`config.mk`:
```
export PLATFORM = sky130hd
export DESIGN_NAME = spd_cfg
export DESIGN_NICKNAME = d
export VERILOG_FILES = /design/src/assert_macros.svh /design/src/spd_pkg.sv /design/src/spd_cfg.sv
export SDC_FILE = /design/constraint.sdc
export NUM_CORES = 1
export LEC_CHECK = 0
export ABC_AREA = 1
export CAP_MARGIN = 10
export CORE_ASPECT_RATIO = 1.5
export CORE_MARGIN = 5
export CORE_UTILIZATION = 50
export CTS_BUF_LIST = sky130_fd_sc_hd__clkbuf_4
export CTS_CLUSTER_DIAMETER = 200
export CTS_CLUSTER_SIZE = 8
export DETAILED_ROUTE_END_ITERATION = 7
export DONT_BUFFER_PORTS = 1
export GPL_TIMING_DRIVEN = 1
export SKIP_LAST_GASP = 1
export SYNTH_ARGS = -nofsm -noshare
export SYNTH_HDL_FRONTEND = slang
export SYNTH_SLANG_ARGS = --single-unit
```
`constraint.sdc`:
```
create_clock -name clk -period 2.33 [get_ports clk]
set_clock_uncertainty 0.05 [all_clocks]
set_input_delay 0.233 -clock clk [delete_from_list [all_inputs] [get_ports clk]]
set_output_delay 0.233 -clock clk [all_outputs]
set_load 0.02 [all_outputs]
```
`src/assert_macros.svh`:
```
// Assertion helpers for the shifted pixel difference block.
// Each use states the clock and the synchronous reset that disables it.
`ifndef ASSERT_MACROS_SVH
`define ASSERT_MACROS_SVH

// Same-cycle implication.
`define SPD_ASSERT_NOW(label, clk, rst, ante, cons, msg) \
  label: assert property (@(posedge clk) disable iff (rst) (ante) |-> (cons)) \
    else $error(msg);

// Next-cycle implication.
`define SPD_ASSERT_NEXT(label, clk, rst, ante, cons, msg) \
  label: assert property (@(posedge clk) disable iff (rst) (ante) |=> (cons)) \
    else $error(msg);

`endif

```
`src/spd_pkg.sv`:
```
// ----------------------------------------------------------------------------
// spd_pkg
// Types and constants shared by the shifted pixel difference modules.
// ----------------------------------------------------------------------------
`default_nettype none

package spd_pkg;

  localparam int MAX_WIDTH_DEF  = 1024;
  localparam int MAX_HEIGHT_DEF = 1024;
  localparam int MAX_OFFSET_DEF = 5;

  localparam int OFS_W      = 4;   // offset register width
  localparam int SIZE_W     = 11;  // frame size register width
  localparam int COORD_W    = 10;  // result coordinate width
  localparam int CHAN_W     = 8;
  localparam int CFG_IDX_W  = 2;
  localparam int CFG_DATA_W = 11;

  localparam logic signed [OFS_W-1:0] OFFSET_X_RST = 4'sd1;
  localparam logic signed [OFS_W-1:0] OFFSET_Y_RST = 4'sd0;
  localparam logic [SIZE_W-1:0]       WIDTH_RST    = 11'd640;
  localparam logic [SIZE_W-1:0]       HEIGHT_RST   = 11'd480;

  typedef enum logic [CFG_IDX_W-1:0] {
    CFG_OFFSET_X     = 2'd0,
    CFG_OFFSET_Y     = 2'd1,
    CFG_FRAME_WIDTH  = 2'd2,
    CFG_FRAME_HEIGHT = 2'd3
  } cfg_reg_t;

  typedef struct packed {
    logic [CHAN_W-1:0] pixel_blue;
    logic [CHAN_W-1:0] pixel_green;
    logic [CHAN_W-1:0] pixel_red;
  } pixel_t;

  typedef struct packed {
    logic [COORD_W-1:0] target_row;
    logic [COORD_W-1:0] target_col;
    logic [CHAN_W-1:0]  diff_blue;
    logic [CHAN_W-1:0]  diff_green;
    logic [CHAN_W-1:0]  diff_red;
  } result_t;

  // Effective settings after clamping.
  typedef struct packed {
    logic signed [OFS_W-1:0] ox;
    logic signed [OFS_W-1:0] oy;
    logic [OFS_W-1:0]        cs;     // column stride
    logic [OFS_W-1:0]        rs;     // row stride
    logic [SIZE_W-1:0]       w;
    logic [SIZE_W-1:0]       h;
    logic                    later;  // partner arrives after target
  } spd_cfg_t;

  // Per-pixel decision from the position tracker.
  typedef struct packed {
    logic               hit;
    logic               later;
    logic               fwd;   // partner is the pixel being written
    logic [COORD_W-1:0] row;
    logic [COORD_W-1:0] col;
  } spd_tap_t;

endpackage

`default_nettype wire

```
`src/spd_cfg.sv`:
```
// ----------------------------------------------------------------------------
// spd_cfg
// Configuration registers with clamping of offsets and frame size.
// ----------------------------------------------------------------------------
`default_nettype none

module spd_cfg #(
  parameter int MAX_WIDTH  = spd_pkg::MAX_WIDTH_DEF,
  parameter int MAX_HEIGHT = spd_pkg::MAX_HEIGHT_DEF,
  parameter int MAX_OFFSET = spd_pkg::MAX_OFFSET_DEF
) (
  input  wire logic                            clk,
  input  wire logic                            rst,
  input  wire logic                            cfg_valid,
  output logic                                 cfg_ready,
  input  wire logic [spd_pkg::CFG_IDX_W-1:0]   cfg_index,
  input  wire logic [spd_pkg::CFG_DATA_W-1:0]  cfg_data,
  output spd_pkg::spd_cfg_t                    cfg
);
  import spd_pkg::*;

  logic signed [OFS_W-1:0] offset_x, offset_y;
  logic [SIZE_W-1:0]       frame_width, frame_height;
  logic signed [OFS_W-1:0] ox, oy;

  assign cfg_ready = 1'b1;

  always_ff @(posedge clk) begin
    if (rst) begin
      offset_x     <= OFFSET_X_RST;
      offset_y     <= OFFSET_Y_RST;
      frame_width  <= WIDTH_RST;
      frame_height <= HEIGHT_RST;
    end else if (cfg_valid && cfg_ready) begin
      unique case (cfg_reg_t'(cfg_index))
        CFG_OFFSET_X:     offset_x     <= cfg_data[OFS_W-1:0];
        CFG_OFFSET_Y:     offset_y     <= cfg_data[OFS_W-1:0];
        CFG_FRAME_WIDTH:  frame_width  <= cfg_data[SIZE_W-1:0];
        CFG_FRAME_HEIGHT: frame_height <= cfg_data[SIZE_W-1:0];
        default: ;
      endcase
    end
  end

  always_comb begin
    ox = offset_x;
    if (int'(offset_x) > MAX_OFFSET)  ox = OFS_W'(MAX_OFFSET);
    if (int'(offset_x) < -MAX_OFFSET) ox = OFS_W'(-MAX_OFFSET);
    oy = offset_y;
    if (int'(offset_y) > MAX_OFFSET)  oy = OFS_W'(MAX_OFFSET);
    if (int'(offset_y) < -MAX_OFFSET) oy = OFS_W'(-MAX_OFFSET);

    cfg.ox = ox;
    cfg.oy = oy;
    cfg.cs = (ox < 0) ? OFS_W'(-ox) : ((ox == 0) ? OFS_W'(1) : OFS_W'(ox));
    cfg.rs = (oy < 0) ? OFS_W'(-oy) : ((oy == 0) ? OFS_W'(1) : OFS_W'(oy));
    cfg.later = (oy > 0) || ((oy == 0) && (ox > 0));

    cfg.w = frame_width;
    if (frame_width == '0)                cfg.w = SIZE_W'(1);
    else if (int'(frame_width) > MAX_WIDTH) cfg.w = SIZE_W'(MAX_WIDTH);
    cfg.h = frame_height;
    if (frame_height == '0)                 cfg.h = SIZE_W'(1);
    else if (int'(frame_height) > MAX_HEIGHT) cfg.h = SIZE_W'(MAX_HEIGHT);
  end

endmodule

`default_nettype wire

```
; Word level (Yosys, flattened, before mapping)
; Index checks and enable logic that the tools add are counted.
[totals]
ff_bits = 30
inputBits = 16
out_inout_bits = 40
word_cells = 42
[classes]
add_sub_neg = 2
magnitude_cmp = 10
eq_ne = 3
muxes = 12
reduce_logical = 11
[ops]
columns = operator, n
row1 = $logic_not A32 Y1, 2
row2 = $mux W11, 4
row3 = $mux W4, 8
row4 = $gt A11 B11 Y1 const B, 2
row5 = $logic_not A11 Y1, 2
row6 = $gt A4 B1 Y1 const B, 2
row7 = $gt A4 B4 Y1 const B, 2
row8 = $lt A4 B1 Y1 const B, 2
row9 = $lt A4 B4 Y1 const B, 2
row10 = $neg A4 Y4, 2
row11 = $reduce_and A2 Y1, 4
row12 = $eq A2 B2 Y1 const B, 2
row13 = $eq A2 B1 Y1 const B, 1
row14 = $logic_not A2 Y1, 1
row15 = $logic_and A1 B1 Y1, 1
row16 = $logic_or A1 B1 Y1, 1

; Depth between registers and ports, before layout
[depth]
ltp_word = 6
mapped_depth = 11

; Worst setup path before layout
; No wires, ideal clock.
[synth_timing]
path_type = register to output
start = reg offset_y[1]
end = out cfg[25] (netlist bit)
arrival_time_ps = 1777
required_ps = 2047
setup_slack_ps = 270
stages_incl_launch_ff = 11
path_cell_list = dfxtp_1 > inv_1 > o21ai_0 > nand2_1 > ha_1 > inv_1 > nand2_1 > inv_1 > ha_1 > nor2_1 > xnor2_1
[synth_rtl]
columns = item, line
row1 = from (decl), spd_cfg.sv:22  ; logic signed [OFS_W-1:0] offset_x, offset_y;
row2 = from (signal assigned), spd_cfg.sv:37  ; CFG_OFFSET_Y: offset_y <= cfg_data[OFS_W-1:0];
row3 = to (decl), spd_cfg.sv:18  ; output spd_pkg::spd_cfg_t cfg

==> results.txt <==
Worst Setup Path Type - flip-flop to primary output
gr ovfl total - 0
largest area contributor in the netlist - dfxtp_1
r2r endpoint - frame_width[10]
Top-Level Pins - 56
# setup viols final - 0
router iterations before antenna repair - 4
clk_lat worst skew - 310 ps
worst vdd ir - 0.462 mV
fin crit share - 0.973
Min-Delay Path Class - input pin to flip-flop
Die Span X - 55.7 um
drt wl/cell - 13.0 um
Crit Reg-Reg Startpoint - frame_width[10]
WHS - 24.2 ps
DP Wirelength - 2910 um
Worst Hold Launch - cfg_valid
Worst Hold End - offset_x[0]
worst path required time - 2050 ps
P&R area growth vs syn - 13.1%
Fin. Hold Viols - 0
via count - 1,535
register-to-register path setup slack - 1450 ps
Syn. warnings - 0
Slew Limit Fails - 0
Root Driver - clkbuf_4
Crit. End Element - primary output
outcome - complete, no violations
vias in the first global route - 1,432
R2R depth - 2
Seq/Total Area, Yosys - 0.383
total track usage - 0.176
die area - 4380 sq um
Final #Nets - 268
Tightest Pin Transition - 630 ps
DRT iter0 DRCs - 49
worst-path fanout max - 3
post-synthesis cell type count - 22
Core Box Area - 3100 sq um
H-tree depth - 2
final core utilization - 0.573
setup_tns - 0 ps
CTS tree - built
Post-Syn Area per Cell - 6.56 sq um
syn_nets - 258
most common cell after layout, fill and taps aside - inv_1
post-route ant nets - 0
Top Metal Used - met4
Die Height - 78.6 um
Netlist Area Pre-Place - 1570 sq um
WL final - 3760 um
Max Fclk - 441 MHz
diode count - 0
DR vias/cell - 5.29
Slew headroom - 0.580
initial antenna violation count - 0
Clock Path Buffers - 2
first-pass GRT wire length - 6070 um
final instance area - 1770 sq um
cells taking the most area after synthesis - dfxtp_1, inv_1, o21ai_0
CP startpoint kind - flip-flop
Mapped Cells - 239
clock sink count - 30
M1 WL - 1370 um
CTS buffer count - 5
Placer Congestion - 0.837
wire length on met3 - 358 um
share of cells above drive strength 1 - 0.136
PortBufs - 0
initial core utilization - 0.506
Clock transition at path regs - 100 ps
flops & latches, synth - 30
Max-Cap Viols - 0
post-layout minimum cycle time - 2270 ps
placed inst area - 1610 sq um
post-synth top area share - 0.383
total design power - 1110 uW
Hold Crit Depth - 2
largest net degree at the start of global routing - 27
most frequent cells in the layout - inv_1, nor2_1, o21ai_0, a21oi_1, dfxtp_1
pwr dens - 625 nW/um^2
# rows - 25
Leak - 0.000845 uW
# DRC - 0
WP data arrival - 1980 ps
met2 wire length - 1970 um
synthesized netlist by cell type, drive strengths merged:
cell type   n
nand4       2
conb        2
o22ai       1
o21ai      30
inv        47
nand3      13
clkbuf      4
buf         6
o211ai      2
nor3        2
a31oi       2
ha          3
nor4        1
a21oi      27
nor2       36
xnor2       1
dfxtp      30
nand2      30
cell type report:
class                           instances  area, sq um
Fill cell                             317         1320
Multi-Input combinational cell        152          778
Sequential cell                        30          604
Clock buffer                            6         45.0
Timing Repair Buffer                   13          110
Tap cell                               40         50.0
Clock inverter                          2         8.76
Inverter                               47          176
per-layer routing:
metal,global-route usage,up-vias
li1,-,774
met1,0.153,694
met2,0.329,59
met3,0.0921,8
met4,0.0730,0
met5,0,-
power breakdown:
group          internal [uW]  switching, uW  total, uW
sequential               540           19.8        560
clock                    125            172        297
combinational           77.9            173        251
total                    743            365       1110
worst max path at each step:
| stage | startpoint | end | slack, ps | cells after the start |
|---|---|---|---|---|
| 4_1_cts | offset_y[1] | cfg[25] | 2 | 11 |
| 6_report | offset_y[0] | cfg[25] | 60 | 11 |
| 3_3_place_gp | offset_y[1] | cfg[25] | 330 | 11 |
| 5_1_grt | offset_y[0] | cfg[25] | -60 | 11 |
| 2_1_floorplan | offset_y[1] | cfg[25] | 270 | 10 |
| 3_5_place_dp | offset_y[1] | cfg[25] | 200 | 11 |
worst max-delay path, stage by stage (launching register included):
cell     delay (ps)
dfxtp_1         320
inv_1            70
o21ai_2         160
nand2_2          80
ha_4            210
inv_2            70
nand2_2          80
nor2_4          120
ha_2            220
nor2_2           40
xnor2_1         130
buf_4           160
timing repair:
item | 4_1_cts | 5_1_grt
setup endpoints to repair | 4 | 6
pin swaps | 3 | 7
resized for setup | 5 | 13
setup buffers | 1 | 0
hold endpoints to repair | 6 | 1
hold buffers | 4 | 1
registers in the layout, indices dropped and copies added, names as in the netlist:
signal,cells
frame_height,11
frame_width,11
offset_x,4
offset_y,4
through the flow:
step	setup slack (ps)	std cells
floorplan	270	239
global placement	334	276
detailed placement	196	276
CTS	1.93	289
global route	-56.7	290
finish	62.4	290
cell families (layout without fill, tap and decap cells):
logic type,Yosys count,count (layout),share of synthesized area
XOR/XNOR,1,1,0.00559
flip-flops,30,30,0.383
other,2,2,0.00479
AND/OR/NAND/NOR,84,84,0.224
AO/OA/AOI/OAI,62,62,0.206
adder cells (fa/ha/maj),3,3,0.0239
buffers and inverters,57,68,0.152
Note: power is estimated with default switching activity, not from simulation.
