File: config.mk
export PLATFORM = sky130hd
export DESIGN_NAME = spd_ctrl
export DESIGN_NICKNAME = d
export VERILOG_FILES = /design/src/assert_macros.svh /design/src/spd_pkg.sv /design/src/spd_ctrl.sv
export SDC_FILE = /design/constraint.sdc
export NUM_CORES = 1
export LEC_CHECK = 0
export ABC_CLOCK_PERIOD_IN_PS = 14100
export BUFFER_PORTS_ARGS = -buffer_cell sky130_fd_sc_hd__buf_2
export CAP_MARGIN = 0
export CORE_ASPECT_RATIO = 0.9
export CORE_MARGIN = 2
export CORE_UTILIZATION = 50
export CTS_BUF_LIST = sky130_fd_sc_hd__clkbuf_4
export DETAILED_ROUTE_END_ITERATION = 6
export GPL_TIMING_DRIVEN = 0
export PLACE_DENSITY = 0.77
export SYNTH_ARGS = -nofsm -noshare
export SYNTH_HDL_FRONTEND = slang
export SYNTH_SLANG_ARGS = --single-unit
File: constraint.sdc
create_clock -name clk -period 14.1 [get_ports clk]
set_input_delay 1.41 -clock clk [delete_from_list [all_inputs] [get_ports clk]]
set_output_delay 1.41 -clock clk [all_outputs]
set_load 0.005 [all_outputs]
File: src/assert_macros.svh
// Assertion helpers for the shifted pixel difference block.
// Each use states the clock and the synchronous reset that disables it.
`ifndef ASSERT_MACROS_SVH
`define ASSERT_MACROS_SVH

// Same-cycle implication.
`define SPD_ASSERT_NOW(label, clk, rst, ante, cons, msg) \
  label: assert property (@(posedge clk) disable iff (rst) (ante) |-> (cons)) \
    else $error(msg);

// Next-cycle implication.
`define SPD_ASSERT_NEXT(label, clk, rst, ante, cons, msg) \
  label: assert property (@(posedge clk) disable iff (rst) (ante) |=> (cons)) \
    else $error(msg);

`endif

File: src/spd_pkg.sv
// ----------------------------------------------------------------------------
// spd_pkg
// Types and constants shared by the shifted pixel difference modules.
// ----------------------------------------------------------------------------
`default_nettype none

package spd_pkg;

  localparam int MAX_WIDTH_DEF  = 1024;
  localparam int MAX_HEIGHT_DEF = 1024;
  localparam int MAX_OFFSET_DEF = 5;

  localparam int OFS_W      = 4;   // offset register width
  localparam int SIZE_W     = 11;  // frame size register width
  localparam int COORD_W    = 10;  // result coordinate width
  localparam int CHAN_W     = 8;
  localparam int CFG_IDX_W  = 2;
  localparam int CFG_DATA_W = 11;

  localparam logic signed [OFS_W-1:0] OFFSET_X_RST = 4'sd1;
  localparam logic signed [OFS_W-1:0] OFFSET_Y_RST = 4'sd0;
  localparam logic [SIZE_W-1:0]       WIDTH_RST    = 11'd640;
  localparam logic [SIZE_W-1:0]       HEIGHT_RST   = 11'd480;

  typedef enum logic [CFG_IDX_W-1:0] {
    CFG_OFFSET_X     = 2'd0,
    CFG_OFFSET_Y     = 2'd1,
    CFG_FRAME_WIDTH  = 2'd2,
    CFG_FRAME_HEIGHT = 2'd3
  } cfg_reg_t;

  typedef struct packed {
    logic [CHAN_W-1:0] pixel_blue;
    logic [CHAN_W-1:0] pixel_green;
    logic [CHAN_W-1:0] pixel_red;
  } pixel_t;

  typedef struct packed {
    logic [COORD_W-1:0] target_row;
    logic [COORD_W-1:0] target_col;
    logic [CHAN_W-1:0]  diff_blue;
    logic [CHAN_W-1:0]  diff_green;
    logic [CHAN_W-1:0]  diff_red;
  } result_t;

  // Effective settings after clamping.
  typedef struct packed {
    logic signed [OFS_W-1:0] ox;
    logic signed [OFS_W-1:0] oy;
    logic [OFS_W-1:0]        cs;     // column stride
    logic [OFS_W-1:0]        rs;     // row stride
    logic [SIZE_W-1:0]       w;
    logic [SIZE_W-1:0]       h;
    logic                    later;  // partner arrives after target
  } spd_cfg_t;

  // Per-pixel decision from the position tracker.
  typedef struct packed {
    logic               hit;
    logic               later;
    logic               fwd;   // partner is the pixel being written
    logic [COORD_W-1:0] row;
    logic [COORD_W-1:0] col;
  } spd_tap_t;

endpackage

`default_nettype wire

File: src/spd_ctrl.sv
// ----------------------------------------------------------------------------
// spd_ctrl
// Raster position tracking, target grid test and store addressing.
// ----------------------------------------------------------------------------
`default_nettype none

module spd_ctrl #(
  parameter int MAX_WIDTH  = spd_pkg::MAX_WIDTH_DEF,
  parameter int MAX_HEIGHT = spd_pkg::MAX_HEIGHT_DEF,
  parameter int MAX_OFFSET = spd_pkg::MAX_OFFSET_DEF,
  parameter int AW         = $clog2((MAX_OFFSET + 1) * MAX_WIDTH)
) (
  input  wire logic          clk,
  input  wire logic          rst,
  input  wire logic          advance,
  input  spd_pkg::spd_cfg_t  cfg,
  output spd_pkg::spd_tap_t  tap,
  output logic [AW-1:0]      waddr,
  output logic [AW-1:0]      raddr
);
  import spd_pkg::*;

  localparam int STORE_ROWS = MAX_OFFSET + 1;
  localparam int CW  = $clog2(MAX_WIDTH);
  localparam int RW  = $clog2(MAX_HEIGHT);
  localparam int SW  = $clog2(STORE_ROWS);
  localparam int IW  = $clog2(MAX_OFFSET + 1);
  localparam int XW  = ((CW > SIZE_W) ? CW : SIZE_W) + 2;
  localparam int YW  = ((RW > SIZE_W) ? RW : SIZE_W) + 2;
  localparam int BW  = ((SW > OFS_W) ? SW : OFS_W) + 1;

  logic [CW-1:0] cc;
  logic [RW-1:0] cr;
  logic [SW-1:0] slot;
  logic          col_wrap, row_wrap;

  logic [MAX_OFFSET:1] col_zero, row_zero;

  logic signed [XW-1:0] tc, rcol_full;
  logic signed [YW-1:0] tr;
  logic [CW-1:0]        rcol;
  logic [BW-1:0]        back, rslot_full;
  logic [SW-1:0]        rslot;
  logic                 row_ok, col_ok;

  assign col_wrap = (XW'(cc) + XW'(1)) >= XW'(cfg.w);
  assign row_wrap = (YW'(cr) + YW'(1)) >= YW'(cfg.h);

  always_ff @(posedge clk) begin
    if (rst) begin
      cc   <= '0;
      cr   <= '0;
      slot <= '0;
    end else if (advance) begin
      if (col_wrap) begin
        cc <= '0;
        if (row_wrap) begin
          cr   <= '0;
          slot <= '0;
        end else begin
          cr   <= cr + 1'b1;
          slot <= (slot == SW'(STORE_ROWS - 1)) ? '0 : slot + 1'b1;
        end
      end else begin
        cc <= cc + 1'b1;
      end
    end
  end

  // Position modulo every possible stride, kept per stride so that an
  // offset change never needs a division.
  for (genvar s = 1; s <= MAX_OFFSET; s++) begin : g_phase
    logic [IW-1:0] cph, rph;

    always_ff @(posedge clk) begin
      if (rst) begin
        cph <= '0;
        rph <= '0;
      end else if (advance) begin
        if (col_wrap) begin
          cph <= '0;
          if (row_wrap || (rph == IW'(s - 1))) rph <= '0;
          else rph <= rph + 1'b1;
        end else if (cph == IW'(s - 1)) begin
          cph <= '0;
        end else begin
          cph <= cph + 1'b1;
        end
      end
    end

    assign col_zero[s] = (cph == '0);
    assign row_zero[s] = (rph == '0);
  end

  always_comb begin
    // Target: the current pixel, or the one an offset back.
    tr = $signed(YW'(cr));
    tc = $signed(XW'(cc));
    if (cfg.later) begin
      tr = tr - YW'(cfg.oy);
      tc = tc - XW'(cfg.ox);
    end

    // Offsets are multiples of their stride, so target phase == current phase.
    row_ok = (tr >= $signed(YW'(cfg.rs)))
          && ((tr + $signed(YW'(cfg.rs))) < $signed(YW'(cfg.h)))
          && row_zero[cfg.rs[IW-1:0]];
    col_ok = (tc >= $signed(XW'(cfg.cs)))
          && ((tc + $signed(XW'(cfg.cs))) < $signed(XW'(cfg.w)))
          && col_zero[cfg.cs[IW-1:0]];

    // Stored pixel of the pair sits |oy| rows back in the ring.
    back = (cfg.oy == 0) ? '0 : BW'(cfg.rs);
    if (BW'(slot) >= back) rslot_full = BW'(slot) - back;
    else rslot_full = BW'(slot) + BW'(STORE_ROWS) - back;
    rslot = rslot_full[SW-1:0];

    rcol_full = cfg.later ? ($signed(XW'(cc)) - XW'(cfg.ox))
                          : ($signed(XW'(cc)) + XW'(cfg.ox));
    rcol = rcol_full[CW-1:0];

    waddr = AW'(slot) * AW'(MAX_WIDTH) + AW'(cc);
    raddr = AW'(rslot) * AW'(MAX_WIDTH) + AW'(rcol);

    tap.hit   = row_ok && col_ok;
    tap.later = cfg.later;
    tap.fwd   = (rslot == slot) && (rcol == cc);
    tap.row   = COORD_W'(tr);
    tap.col   = COORD_W'(tc);
  end

endmodule

`default_nettype wire

Word-level counts from Yosys, hierarchy flattened
Index checks and enable logic that the tools add are counted.
{"block": "op_classes", "addsub": 25, "order_cmp": 9, "eq_ne": 11, "n_mux": 28, "n_reduce_logical": 23}
{"op": "$mux 3", "count": 18}
{"op": "$add 3x1->3 const B", "count": 11}
{"op": "$logic_not 32->1", "count": 1}
{"op": "$logic_not 3->1", "count": 10}
{"op": "$mux 10", "count": 3}
{"op": "$add 13x10->13", "count": 2}
{"op": "$add 13x5->13", "count": 2}
{"op": "$ge 13x5->1", "count": 2}
{"op": "$lt 13x12->1", "count": 2}
{"op": "$mux 13", "count": 2}
{"op": "$sub 11x4->12", "count": 2}
{"op": "$add 10x1->11 const B", "count": 2}
{"op": "$ge 11x11->1", "count": 2}
{"op": "$add 10x1->10 const B", "count": 2}
{"op": "$eq 3x2->1 const B", "count": 4}
{"op": "$add 10x4->10", "count": 1}
{"op": "$eq 10x10->1", "count": 1}
{"op": "$eq 3x3->1 const B", "count": 3}
{"op": "$lt 3x4->1 const B", "count": 2}
{"op": "$bmux 1 s3", "count": 2}
{"op": "$eq 3x1->1 const B", "count": 2}
{"op": "$logic_and 1x1->1", "count": 6}
{"op": "$sub 3x3->3", "count": 2}
{"op": "$logic_or 1x1->1", "count": 5}
{"op": "other kinds (6)", "count": 7}
{"block": "totals", "ff_bits": 53, "in_bits": 42, "output_inout_bits": 49, "word_cells": 109}

Longest topological paths before layout
Gate-level depths: netlist of the first run.
{"block": "depth", "word_depth": 7, "depth_mapped": 27, "mapped_depth_nobuf": 23}

Worst setup path after synthesis of the first run
No wires, ideal clock.
{"block": "synth_timing", "path_kind": "in2out", "start": "in cfg[0] (netlist bit)", "end": "out tap[22] (netlist bit)", "t_arrival_ps": 5559, "required_ps": 12690, "path_slack_ps": 7131, "stages": 27, "n_path_buf": 5, "path_cell_list": "buf_6 buf_2 buf_2 clkbuf_8 clkbuf_1 nor2_1 a21o_1 inv_1 ha_1 inv_1 fa_1 nor2_1 nor2_1 nor2_1 nor2_1 nor3b_1 and3_1 and3_1 xor2_1 ha_1 a211o_1 a21oi_1 o21ai_0 nor3_1 o31a_2 o211ai_1 nor4_2"}
{"item": "from (decl)", "line_no": "spd_ctrl.sv:16", "text": "input spd_pkg::spd_cfg_t cfg,"}
{"item": "to (decl)", "line_no": "spd_ctrl.sv:17", "text": "output spd_pkg::spd_tap_t tap,"}

==> metrics.md, run 1 <==
| Metric | Value |
|---|---|
| Pre-CTS setup slack | `5.812 ns` |
| Worst-Skew Late Latency | `approximately 0.38 ns` |
| Finished Core Util | `57.10%` |
| CP delay by family, top | `buffers and inverters` |
| Yosys top cell area share | `a little over a fifth` |
| Final setup TNS | `0 ns` |
| Crit start category | `input port` |
| Netlist Area Pre-Place | `~6900 sq um` |
| Crit share post-route | `about three fifths` |
| Setup bufs post-CTS | `0` |
| Yosys reg bits | `53` |
| # rows | `40` |
| Post-route ant nets | `0` |
| Starting density of the core | `approximately half` |
| Overall Global Routing Usage | `between 20% and 30%` |
| Worst EP arrival | `7.00 ns` |
| Final worst setup slack | `5.692 ns` |
| Final GP Congestion | `approximately 0.90` |
| Fmax | `118.9 MHz` |
| Max_cap viols | `0` |
| Core area | `between 10000 and 15000 sq um` |
| Yosys cell types | `86` |
| # IOs | `91` |
| Commonest non-fill, non-tap cell in the layout | `ha_1` |
| Status | `complete, no violations` |
| Hold bufs inserted after CTS | `0` |
| Setup violators final | `0` |
| Final setup skew | `between 0.015 and 0.02 ns` |
| Die ar. | `around 15000 sq um` |
| CTS resizes | `0` |
| Slowest cell delay on critical path | `approximately 0.46 ns` |
| Kind of critical path | `input port to primary output` |
| Syn_area_per_cell | `a little under 8 sq um` |
| WL final | `18200 microns` |
| Detailed Route Iter0 Violations | `around 440` |
| Post-Syn Nets | `1053` |
| Leakage | `between 0.003 and 0.004 uW` |
| Hold Vio Cnt, Final | `0` |
| Worst-path cell with the longest stage delay | `clkbuf_1` |
| First-pass GRT wire length | `just under 30000 microns` |
| Fillers | `1261` |
| CTS clk-pin slew, worst paths | `around 0.16 ns` |
| CP Buf/Inv Count | `9` |
| Post-synth EDFFs | `0` |
| Yosys top cell by area | `ha_1` |
| Peak VDD IR | `0.03751 mV` |
| Post-detail-place hpwl | `14800 microns` |
| RSZ-0062 raised after global routing | `no` |
| Vias | `around 6.7k` |
| Share of cells above drive strength 1 | `between 10% and 20%` |
| Min Tclk post-route | `about 8.4 ns` |
| Most frequent cells in the layout | `ha_1 (117), inv_1 (95), buf_2 (94)` |
| Congestion Overflow GR | `0` |
| Area Overhead vs Synth | `10.73%` |
| Vias in the first global route | `around 6.1k` |
| Cells after Synth | `roughly 890` |
| HP Class | `register to register` |
| H-tree levels | `2` |
| Pins over their slew limit | `0` |
| Power density over the cells | `approximately 53 nW/um^2` |
| Synth area leaders | `ha_1 (21%), dfxtp_1 (15%), xnor2_1 (5.7%)` |
| Warnings from Yosys | `0` |
| Number of nets in the layout | `between 1k and 1.5k` |
| Req. time, crit path | `about 13 ns` |
| Input/output buffers | `89` |
| Longest Clk Path Bufs | `2` |
| CTS Buf Count | `5` |
| Crit path top cell by count | `nor2_1` |
| Clock net sink count | `53` |
| Ys flop type | `dfxtp_1` |
| Worst setup EP type | `primary output` |
| Slew headroom | `roughly 46%` |
| Initial antenna violation count | `0` |
| Critical-path maximum fanout | `10` |
| Reg2reg start | `cc[1]$_SDFFE_PP0P_` |
| Pin count of the biggest net entering global routing | `17` |
| HP Start | `g_phase[4].cph[2]$_SDFFE_PP0P_` |
| Clock root buffer | `clkbuf_4` |
| Drt first pass iters | `5` |
| DR DRC count | `0` |
| Synth async-reset ratio | `0%` |
| CP startpoint | `cfg[0]` |
| Die width | `between 100 and 150 microns` |
| CTS tree | `done` |
| Post-synthesis sequential area ratio | `15.34%` |
| DR WL/cell | `15.77 microns` |
| Via density | `5.768` |
| Least-Margin Pin Slew | `between 0.8 and 0.9 ns` |
| Die Height | `around 120 microns` |
-- synth_stat cells, drive strengths merged (11+ instances only) --
cell type and n:
nand2b 11, clkbuf 16, dfxtp 53, xnor2 45
nor2b 13, o21ai 51, a21o 12, a21oi 49
buf 14, nor2 84, or3 11, inv 101
o21a 17, ha 117, and3 16, nor3 11
nand2 52, xor2 26, nand3 35
-- cell families after synthesis --
logic type	count (synthesis)	synth area share, %
buf+inv	132	8.538
flops	53	15.34
simple gates	279	20.50
compound gates	220	21.83
fa+ha+maj	123	22.90
mux	8	1.248
xor+xnor	73	9.642
-- power breakdown --
group          switching (uW)  internal (uW)  total, uW
clock                    50.7           39.8       90.5
combinational            88.9           69.2        158
sequential               3.46            152        155
-- worst reg2reg max path, cell delays in order (launching register included) --
cell       delay, ns
dfxtp_1         0.57
inv_1           0.20
nor3_1          0.36
and3_1          0.30
and3_1          0.26
nand3_1         0.12
xnor2_1         0.18
ha_1            0.22
nor4_1          0.23
nand2_1         0.12
a2111oi_0       0.54
nor2_1          0.13
clkbuf_1        0.26
nor2_1          0.51
nand3b_1        0.13
a21oi_1         0.20
-- final timing paths --
check	endpoint	slack (ns)	depth (start not counted)
setup / recovery	tap[22]	5.69	29
hold reg to reg	g_phase[4].cph[2]$_SDFFE_PP0P_	0.47	2
setup reg to reg	cc[7]$_SDFFE_PP0P_	9.71	15
hold / removal	g_phase[4].cph[2]$_SDFFE_PP0P_	0.47	2
-- registers in the layout, summed over array words and instances (netlist names) --
name	cells
slot	3
g_phase.cph	15
g_phase.rph	15
cr	10
cc	10
-- stage by stage --
step	power, uW	cells	hold slack [ns]	cell area, sq um
2_1_floorplan	266.4	888	0.4276	6917
3_3_place_gp	311.7	1145	0.4440	7572
3_5_place_dp	314.5	1145	0.4470	7572
4_1_cts	406.3	1153	0.4688	7656
5_1_grt	433.5	1153	0.5005	7656
6_report	404.1	1154	0.4673	7659
-- final cells by class --
class / instances / area [sq um] / share of cell area (%)
diodes: 1 / 2.502 / 0.03267
plain buffers: 31 / 211.5 / 2.761
clock buffers: 6 / 45.04 / 0.5881
clock inverters: 2 / 38.79 / 0.5065
inverters: 101 / 379.1 / 4.950
multi-input cells: 703 / 5265 / 68.75
flip-flops and latches: 53 / 1061 / 13.85
well taps: 168 / 210.2 / 2.745
repair buffers: 89 / 445.4 / 5.816
-- per-layer routing --
| metal | track usage [%] | routed length [microns] |
|---|---|---|
| met2 | 40.86 | 8252 |
| met5 | 0 | 0 |
| met1 | 34.30 | 8790 |
| met4 | 6.740 | 367 |
| met3 | 2.678 | 787 |
Note: power is estimated with default switching activity, not from simulation.
==> run 2: changes to the inputs <==
ABC_CLOCK_PERIOD_IN_PS = 6900   (was 14100)
PLACE_DENSITY = 0.79   (was 0.77)
clock period = 6.9 ns   (was 14.1 ns; I/O delays follow)
==> metrics.md, run 2 (synthesized netlist as in run 1, its figures left out) <==
| Metric | Value |
|---|---|
| Vias in the first global route | `6019 (-1.9%)` |
| Core area | `13410 sq um (unchanged)` |
| FF-to-FF path depth | `15 (unchanged)` |
| CP Buf/Inv Count | `8 (-1)` |
| Die Height | `115.6 microns (unchanged)` |
| Starting density of the core | `51.57% (unchanged)` |
| Critical-path maximum fanout | `19 (+9)` |
| Longest Clk Path Bufs | `2 (unchanged)` |
| Detailed Route Iter0 Violations | `658 (+51%)` |
| HP Class | `register to register` |
| Internal power | `533.7 uW (+100%)` |
| RSZ-0062 raised after global routing | `no` |
| DR WL/cell | `15.83 microns (+0.41%)` |
| Fmax | `around 150 MHz` |
| Min Tclk post-route | `around 6.6 ns` |
| Comb pwr share | `38.9% (-0.2 points)` |
| Setup bufs post-CTS | `0 (unchanged)` |
| Die width | `128.0 microns (unchanged)` |
| Setup violators final | `0 (unchanged)` |
| # IOs | `91 (unchanged)` |
| Congestion Overflow GR | `0 (unchanged)` |
| Reg2reg end | `cc[7]$_SDFFE_PP0P_` |
| Slowest cell delay on critical path | `0.43 ns (-0.03 ns)` |
| Crit share post-route | `95.78%` |
| Status | `complete, no violations` |
| Flop2flop setup slack | `2.48 ns (-7.23 ns)` |
| Clock net sink count | `53 (unchanged)` |
| Crit path top cell by count | `nor2_1` |
| Post-route ant nets | `0 (unchanged)` |
| P_sw | `297.8 uW (+110%)` |
| Clk pwr share | `22.9% (+0.5 points)` |
| Most frequent cells in the layout | `ha_1 (117), inv_1 (95), buf_2 (94)` |
| Kind of critical path | `input port to primary output` |
| Worst-path cell with the longest stage delay | `fa_1` |
| Reg2reg start | `cc[1]$_SDFFE_PP0P_` |
| Initial antenna violation count | `1 (+1)` |
| First-pass GRT wire length | `29280 microns (-1.7%)` |
| Finished Core Util | `57.11% (about the same)` |
| H-tree levels | `2 (unchanged)` |
| Req. time, crit path | `6.21 ns (-6.48 ns)` |
| Die ar. | `14790 sq um (unchanged)` |
| Slew headroom | `46.23% (+0.47 points)` |
| Flop pwr share | `38.2% (-0.3 points)` |
| CTS resizes | `0 (unchanged)` |
| Max_cap viols | `0 (unchanged)` |
| CTS clk-pin slew, worst paths | `0.16 ns (about the same)` |
| # rows | `40 (unchanged)` |
| Worst EP arrival | `5.92 ns (-1.08 ns)` |
| Crit. path cell count | `28 (-3.4%)` |
| Worst-Skew Late Latency | `0.39 ns (about the same)` |
| Hold Vio Cnt, Final | `0 (unchanged)` |
| Leakage | `0.003698 uW (about the same)` |
| Peak VDD IR | `0.06736 mV (+80%)` |
| Via density | `5.781 (+0.22%)` |
| Commonest non-fill, non-tap cell in the layout | `ha_1` |
| CTS Buf Count | `5 (unchanged)` |
| Post-detail-place hpwl | `14720 microns (-0.51%)` |
| Least-Margin Pin Slew | `0.8049 ns (-0.007053 ns)` |
| Pin count of the biggest net entering global routing | `20 (+3)` |
| CP startpoint | `cfg[0]` |
| Input/output buffers | `89 (unchanged)` |
| Crit start category | `input port` |
| CP delay by family, top | `simple AND/OR/NAND/NOR gates` |
| Biggest regs | `g_phase.cph x15, g_phase.rph x15` |
| HP Start | `g_phase[4].cph[2]$_SDFFE_PP0P_` |
| CTS tree | `done` |
| Sw Ratio | `35.82% (+0.40 points)` |
| Vias | `6665 (+0.14%)` |
| Share of cells above drive strength 1 | `14.63% (+0.12 points)` |
| Final setup skew | `0.01094 ns (-0.005054 ns)` |
| Fillers | `1251 (-0.79%)` |
| Power density over the cells | `108.6 nW/um^2 (+110%)` |
| Pins over their slew limit | `0 (unchanged)` |
| Clock root buffer | `clkbuf_4` |
| Number of nets in the layout | `1148 (-0.087%)` |
| Drt first pass iters | `5 (unchanged)` |
| Area Overhead vs Synth | `10.75% (about the same)` |
| WL final | `18260 microns (+0.32%)` |
| Hold bufs inserted after CTS | `0 (unchanged)` |
| Overall Global Routing Usage | `24.46% (-0.19 points)` |
| Placed insts | `1145 (unchanged)` |
| Critical Path End | `tap[22]` |
| Hold Path Cell Cnt | `2 (unchanged)` |
| Fin cells | `1153 (-0.087%)` |
| Worst setup EP type | `primary output` |
| DR DRC count | `0 (unchanged)` |
| Final GP Congestion | `0.8950 (-0.53%)` |
run 2: cell count changes in the layout (fill, tap and decap cells not counted):
| cell | delta |
|---|---|
| clkbuf_1 | -1 |
| nor3_1 | -1 |
| nor3_2 | +1 |
run 2: final cells by class:
type	instances	area [sq um]	area share [%]
repair buffers	89	445.4	5.815
clock inverters	2	38.79	0.5064
multi-input cells	703	5270	68.80
inverters	101	379.1	4.949
diodes	1	2.502	0.03267
clock buffers	6	45.04	0.5880
plain buffers	30	207.7	2.712
well taps	168	210.2	2.744
flip-flops and latches	53	1061	13.85
run 2: layer usage:
metal | track usage (%) | part of all wire (%)
met5 | 0 | 0
met3 | 2.816 | 5.9
met2 | 41.35 | 46
met1 | 32.98 | 46
met4 | 7.546 | 2.1
run 2: through the flow:
step	total power, uW	setup slack (ns)	TNS [ns]	area, sq um	hold WS (ns)
final	831.5	0.2911	0	7660	0.4910
after floorplan	544.4	1.371	0	6917	0.4276
after global routing	887.6	0.03194	0	7660	0.5091
after CTS	833.6	0.2250	0	7652	0.4777
after detailed placement	644.5	-0.1829	-0.1829	7572	0.4536
after global placement	636.2	-0.1683	-0.1683	7572	0.4454
run 2: tightest hold or removal path, cell delays in order (launching register included):
cell,delay (ns)
dfxtp_1,0.35
inv_1,0.08
a211oi_1,0.04
run 2: worst min path at each step:
stage	end	slack, ns
CTS	g_phase[4].cph[2]$_SDFFE_PP0P_	0.48
detailed placement	g_phase[4].cph[2]$_SDFFE_PP0P_	0.45
finish	g_phase[4].cph[2]$_SDFFE_PP0P_	0.49
floorplan	g_phase[4].cph[2]$_SDFFE_PP0P_	0.43
global route	g_phase[4].cph[2]$_SDFFE_PP0P_	0.51
global placement	g_phase[4].cph[2]$_SDFFE_PP0P_	0.45
run 2: power by group through the flow:
| stage | logic [uW] | registers [uW] | clock network, uW |
|---|---|---|---|
| finish | 324 | 318 | 190 |
| global route | 362 | 319 | 206 |
| CTS | 322 | 318 | 193 |
| detailed placement | 320 | 324 | 0 |
| global placement | 312 | 324 | 0 |
| floorplan | 222 | 323 | 0 |
==> run 3: changes to the inputs <==
BUFFER_PORTS_ARGS = -buffer_cell sky130_fd_sc_hd__buf_4   (was -buffer_cell sky130_fd_sc_hd__buf_2)
MAX_ROUTING_LAYER = met4   (was not set)
==> metrics.md, run 3 (synthesized netlist as in run 1, its figures left out) <==
| Metric | Value |
|---|---|
| Post-detail-place hpwl | `14850 microns (+0.87%)` |
| CP Buf/Inv Count | `8 (unchanged)` |
| DR WL/cell | `15.74 microns (-0.60%)` |
| DR DRC count | `0 (unchanged)` |
| Worst setup EP type | `primary output` |
| # IOs | `91 (unchanged)` |
| Area Overhead vs Synth | `13.53%` |
| Starting density of the core | `51.57% (unchanged)` |
| Detailed Route Iter0 Violations | `563 (-14%)` |
| Via density | `5.703 (-1.3%)` |
| Die width | `128.0 microns (unchanged)` |
| WL final | `18130 microns (-0.69%)` |
| # diodes | `0 (-1)` |
| Vias | `6570 (-1.4%)` |
| Most frequent cells in the layout | `ha_1 (117), inv_1 (95), buf_4 (90)` |
| Pin count of the biggest net entering global routing | `20 (unchanged)` |
| # rows | `40 (unchanged)` |
| Die ar. | `14790 sq um (unchanged)` |
| Slowest cell delay on critical path | `0.42 ns (about the same)` |
| Crit path top cell by count | `nor2_1` |
| Overall Global Routing Usage | `25.54% (+1.1 points)` |
| Longest Clk Path Bufs | `2 (unchanged)` |
| Initial antenna violation count | `0 (-1)` |
| Number of nets in the layout | `1148 (unchanged)` |
| Post-route ant nets | `0 (unchanged)` |
| HP Class | `register to register` |
| Kind of critical path | `input port to primary output` |
| Setup bufs post-CTS | `0 (unchanged)` |
| Commonest non-fill, non-tap cell in the layout | `ha_1` |
| Input/output buffers | `89 (unchanged)` |
| Peak VDD IR | `0.08220 mV (+22%)` |
| Setup violators final | `0 (unchanged)` |
| H-tree levels | `2 (unchanged)` |
| Final GP Congestion | `0.9198 (+2.8%)` |
| Leakage | `0.003742 uW (+1.2%)` |
| Max_cap viols | `0 (unchanged)` |
| Pins over their slew limit | `0 (unchanged)` |
| Least-Margin Pin Slew | `0.7867 ns (-0.01820 ns)` |
| RSZ-0062 raised after global routing | `no` |
| Fin cells | `1152 (-0.087%)` |
| CTS resizes | `0 (unchanged)` |
| First-pass GRT wire length | `29810 microns (+1.8%)` |
| Die Height | `115.6 microns (unchanged)` |
| Power density over the cells | `103.2 nW/um^2 (-4.9%)` |
| CP delay by family, top | `simple AND/OR/NAND/NOR gates` |
| Fillers | `1245 (-0.48%)` |
| Crit start category | `input port` |
| Placed insts | `1145 (unchanged)` |
| Biggest regs | `g_phase.cph x15, g_phase.rph x15` |
| Clock root buffer | `clkbuf_4` |
| Final total power | `810.8 uW (-2.5%)` |
| Crit share post-route | `97.06% (+1.3 points)` |
| Final setup TNS | `0 ns (unchanged)` |
| Vias in the first global route | `6112 (+1.5%)` |
| Req. time, crit path | `6.21 ns (about the same)` |
| Congestion Overflow GR | `0 (unchanged)` |
| Final setup skew | `0.008618 ns (-0.002322 ns)` |
| Hold bufs inserted after CTS | `0 (unchanged)` |
| Worst-Skew Late Latency | `0.39 ns (about the same)` |
| Storage cell area | `1061 sq um (unchanged)` |
| Worst EP arrival | `6.01 ns (+0.09 ns)` |
| Fmax | `149.3 MHz (-1.3%)` |
| Status | `complete, no violations` |
| Clock net sink count | `53 (unchanged)` |
| Slew headroom | `47.45% (+1.2 points)` |
| Multi-input logic area | `5265 sq um (about the same)` |
| Min Tclk post-route | `6.697 ns (+0.08831 ns)` |
| CTS Buf Count | `5 (unchanged)` |
| Worst-path cell with the longest stage delay | `fa_1` |
| CTS clk-pin slew, worst paths | `0.17 ns (about the same)` |
| Hold Vio Cnt, Final | `0 (unchanged)` |
| Drt first pass iters | `5 (unchanged)` |
| Core area | `13410 sq um (unchanged)` |
| Critical-path maximum fanout | `19 (unchanged)` |
| CTS tree | `done` |
| Share of cells above drive strength 1 | `14.43% (-0.20 points)` |
run 3: changes by cell type in the layout (fill, tap and decap cells not counted), sizes merged:
cell    delta
bufinv     -1
buf        -1
inv        +1
clkinv     +1
diode      -1
run 3: cell type report:
class / count / area share (%)
timing repair buffer: 89 / 8.509
clock buffer: 5 / 0.4780
clock inverter: 3 / 0.2709
inverter: 101 / 4.828
multi-input combinational: 703 / 67.05
buffer: 30 / 2.677
sequential: 53 / 13.51
tap: 168 / 2.677
run 3: where the power goes:
group	switching, uW	internal, uW	leakage [uW]
clock	111	41.0	0.0000332
combinational	182	159	0.00328
sequential	7.29	311	0.000428
total	300	511	0.00374
run 3: layer usage:
layer	wire [microns]	part of all wire, %	vias to the layer above	GRT usage, %
met5	0	0	-	-
met4	382	2.1	0	7.106
met3	1059	5.8	23	2.678
li1	-	-	3333	-
met1	8581	47	3023	34.40
met2	8107	45	191	41.03
run 3: worst paths after layout:
| path | start | end | slack (ns) | cells after the start |
|---|---|---|---|---|
| min reg2reg | g_phase[4].cph[2]$_SDFFE_PP0P_ | g_phase[4].cph[2]$_SDFFE_PP0P_ | 0.47 | 2 |
| max reg2reg | cc[1]$_SDFFE_PP0P_ | cc[7]$_SDFFE_PP0P_ | 2.38 | 15 |
| min | g_phase[4].cph[2]$_SDFFE_PP0P_ | g_phase[4].cph[2]$_SDFFE_PP0P_ | 0.47 | 2 |
| max | cfg[0] | tap[22] | 0.20 | 28 |
run 3: tightest hold or removal path, stage by stage, from the launching register on:
cell and delay (ns):
dfxtp_1 0.35, inv_1 0.06, a211oi_1 0.04
run 3: through the flow:
stage | utilization, % | area (sq um) | hold slack (ns) | worst slack (ns)
after floorplan | - | 6917 | 0.4276 | 1.371
after global placement | 58.12 | 7795 | 0.4449 | -0.1497
after detailed placement | 58.12 | 7795 | 0.4472 | -0.1550
after CTS | 58.53 | 7850 | 0.4687 | 0.2358
after global routing | 58.54 | 7853 | 0.4881 | 0.005494
final | 58.54 | 7853 | 0.4681 | 0.2028
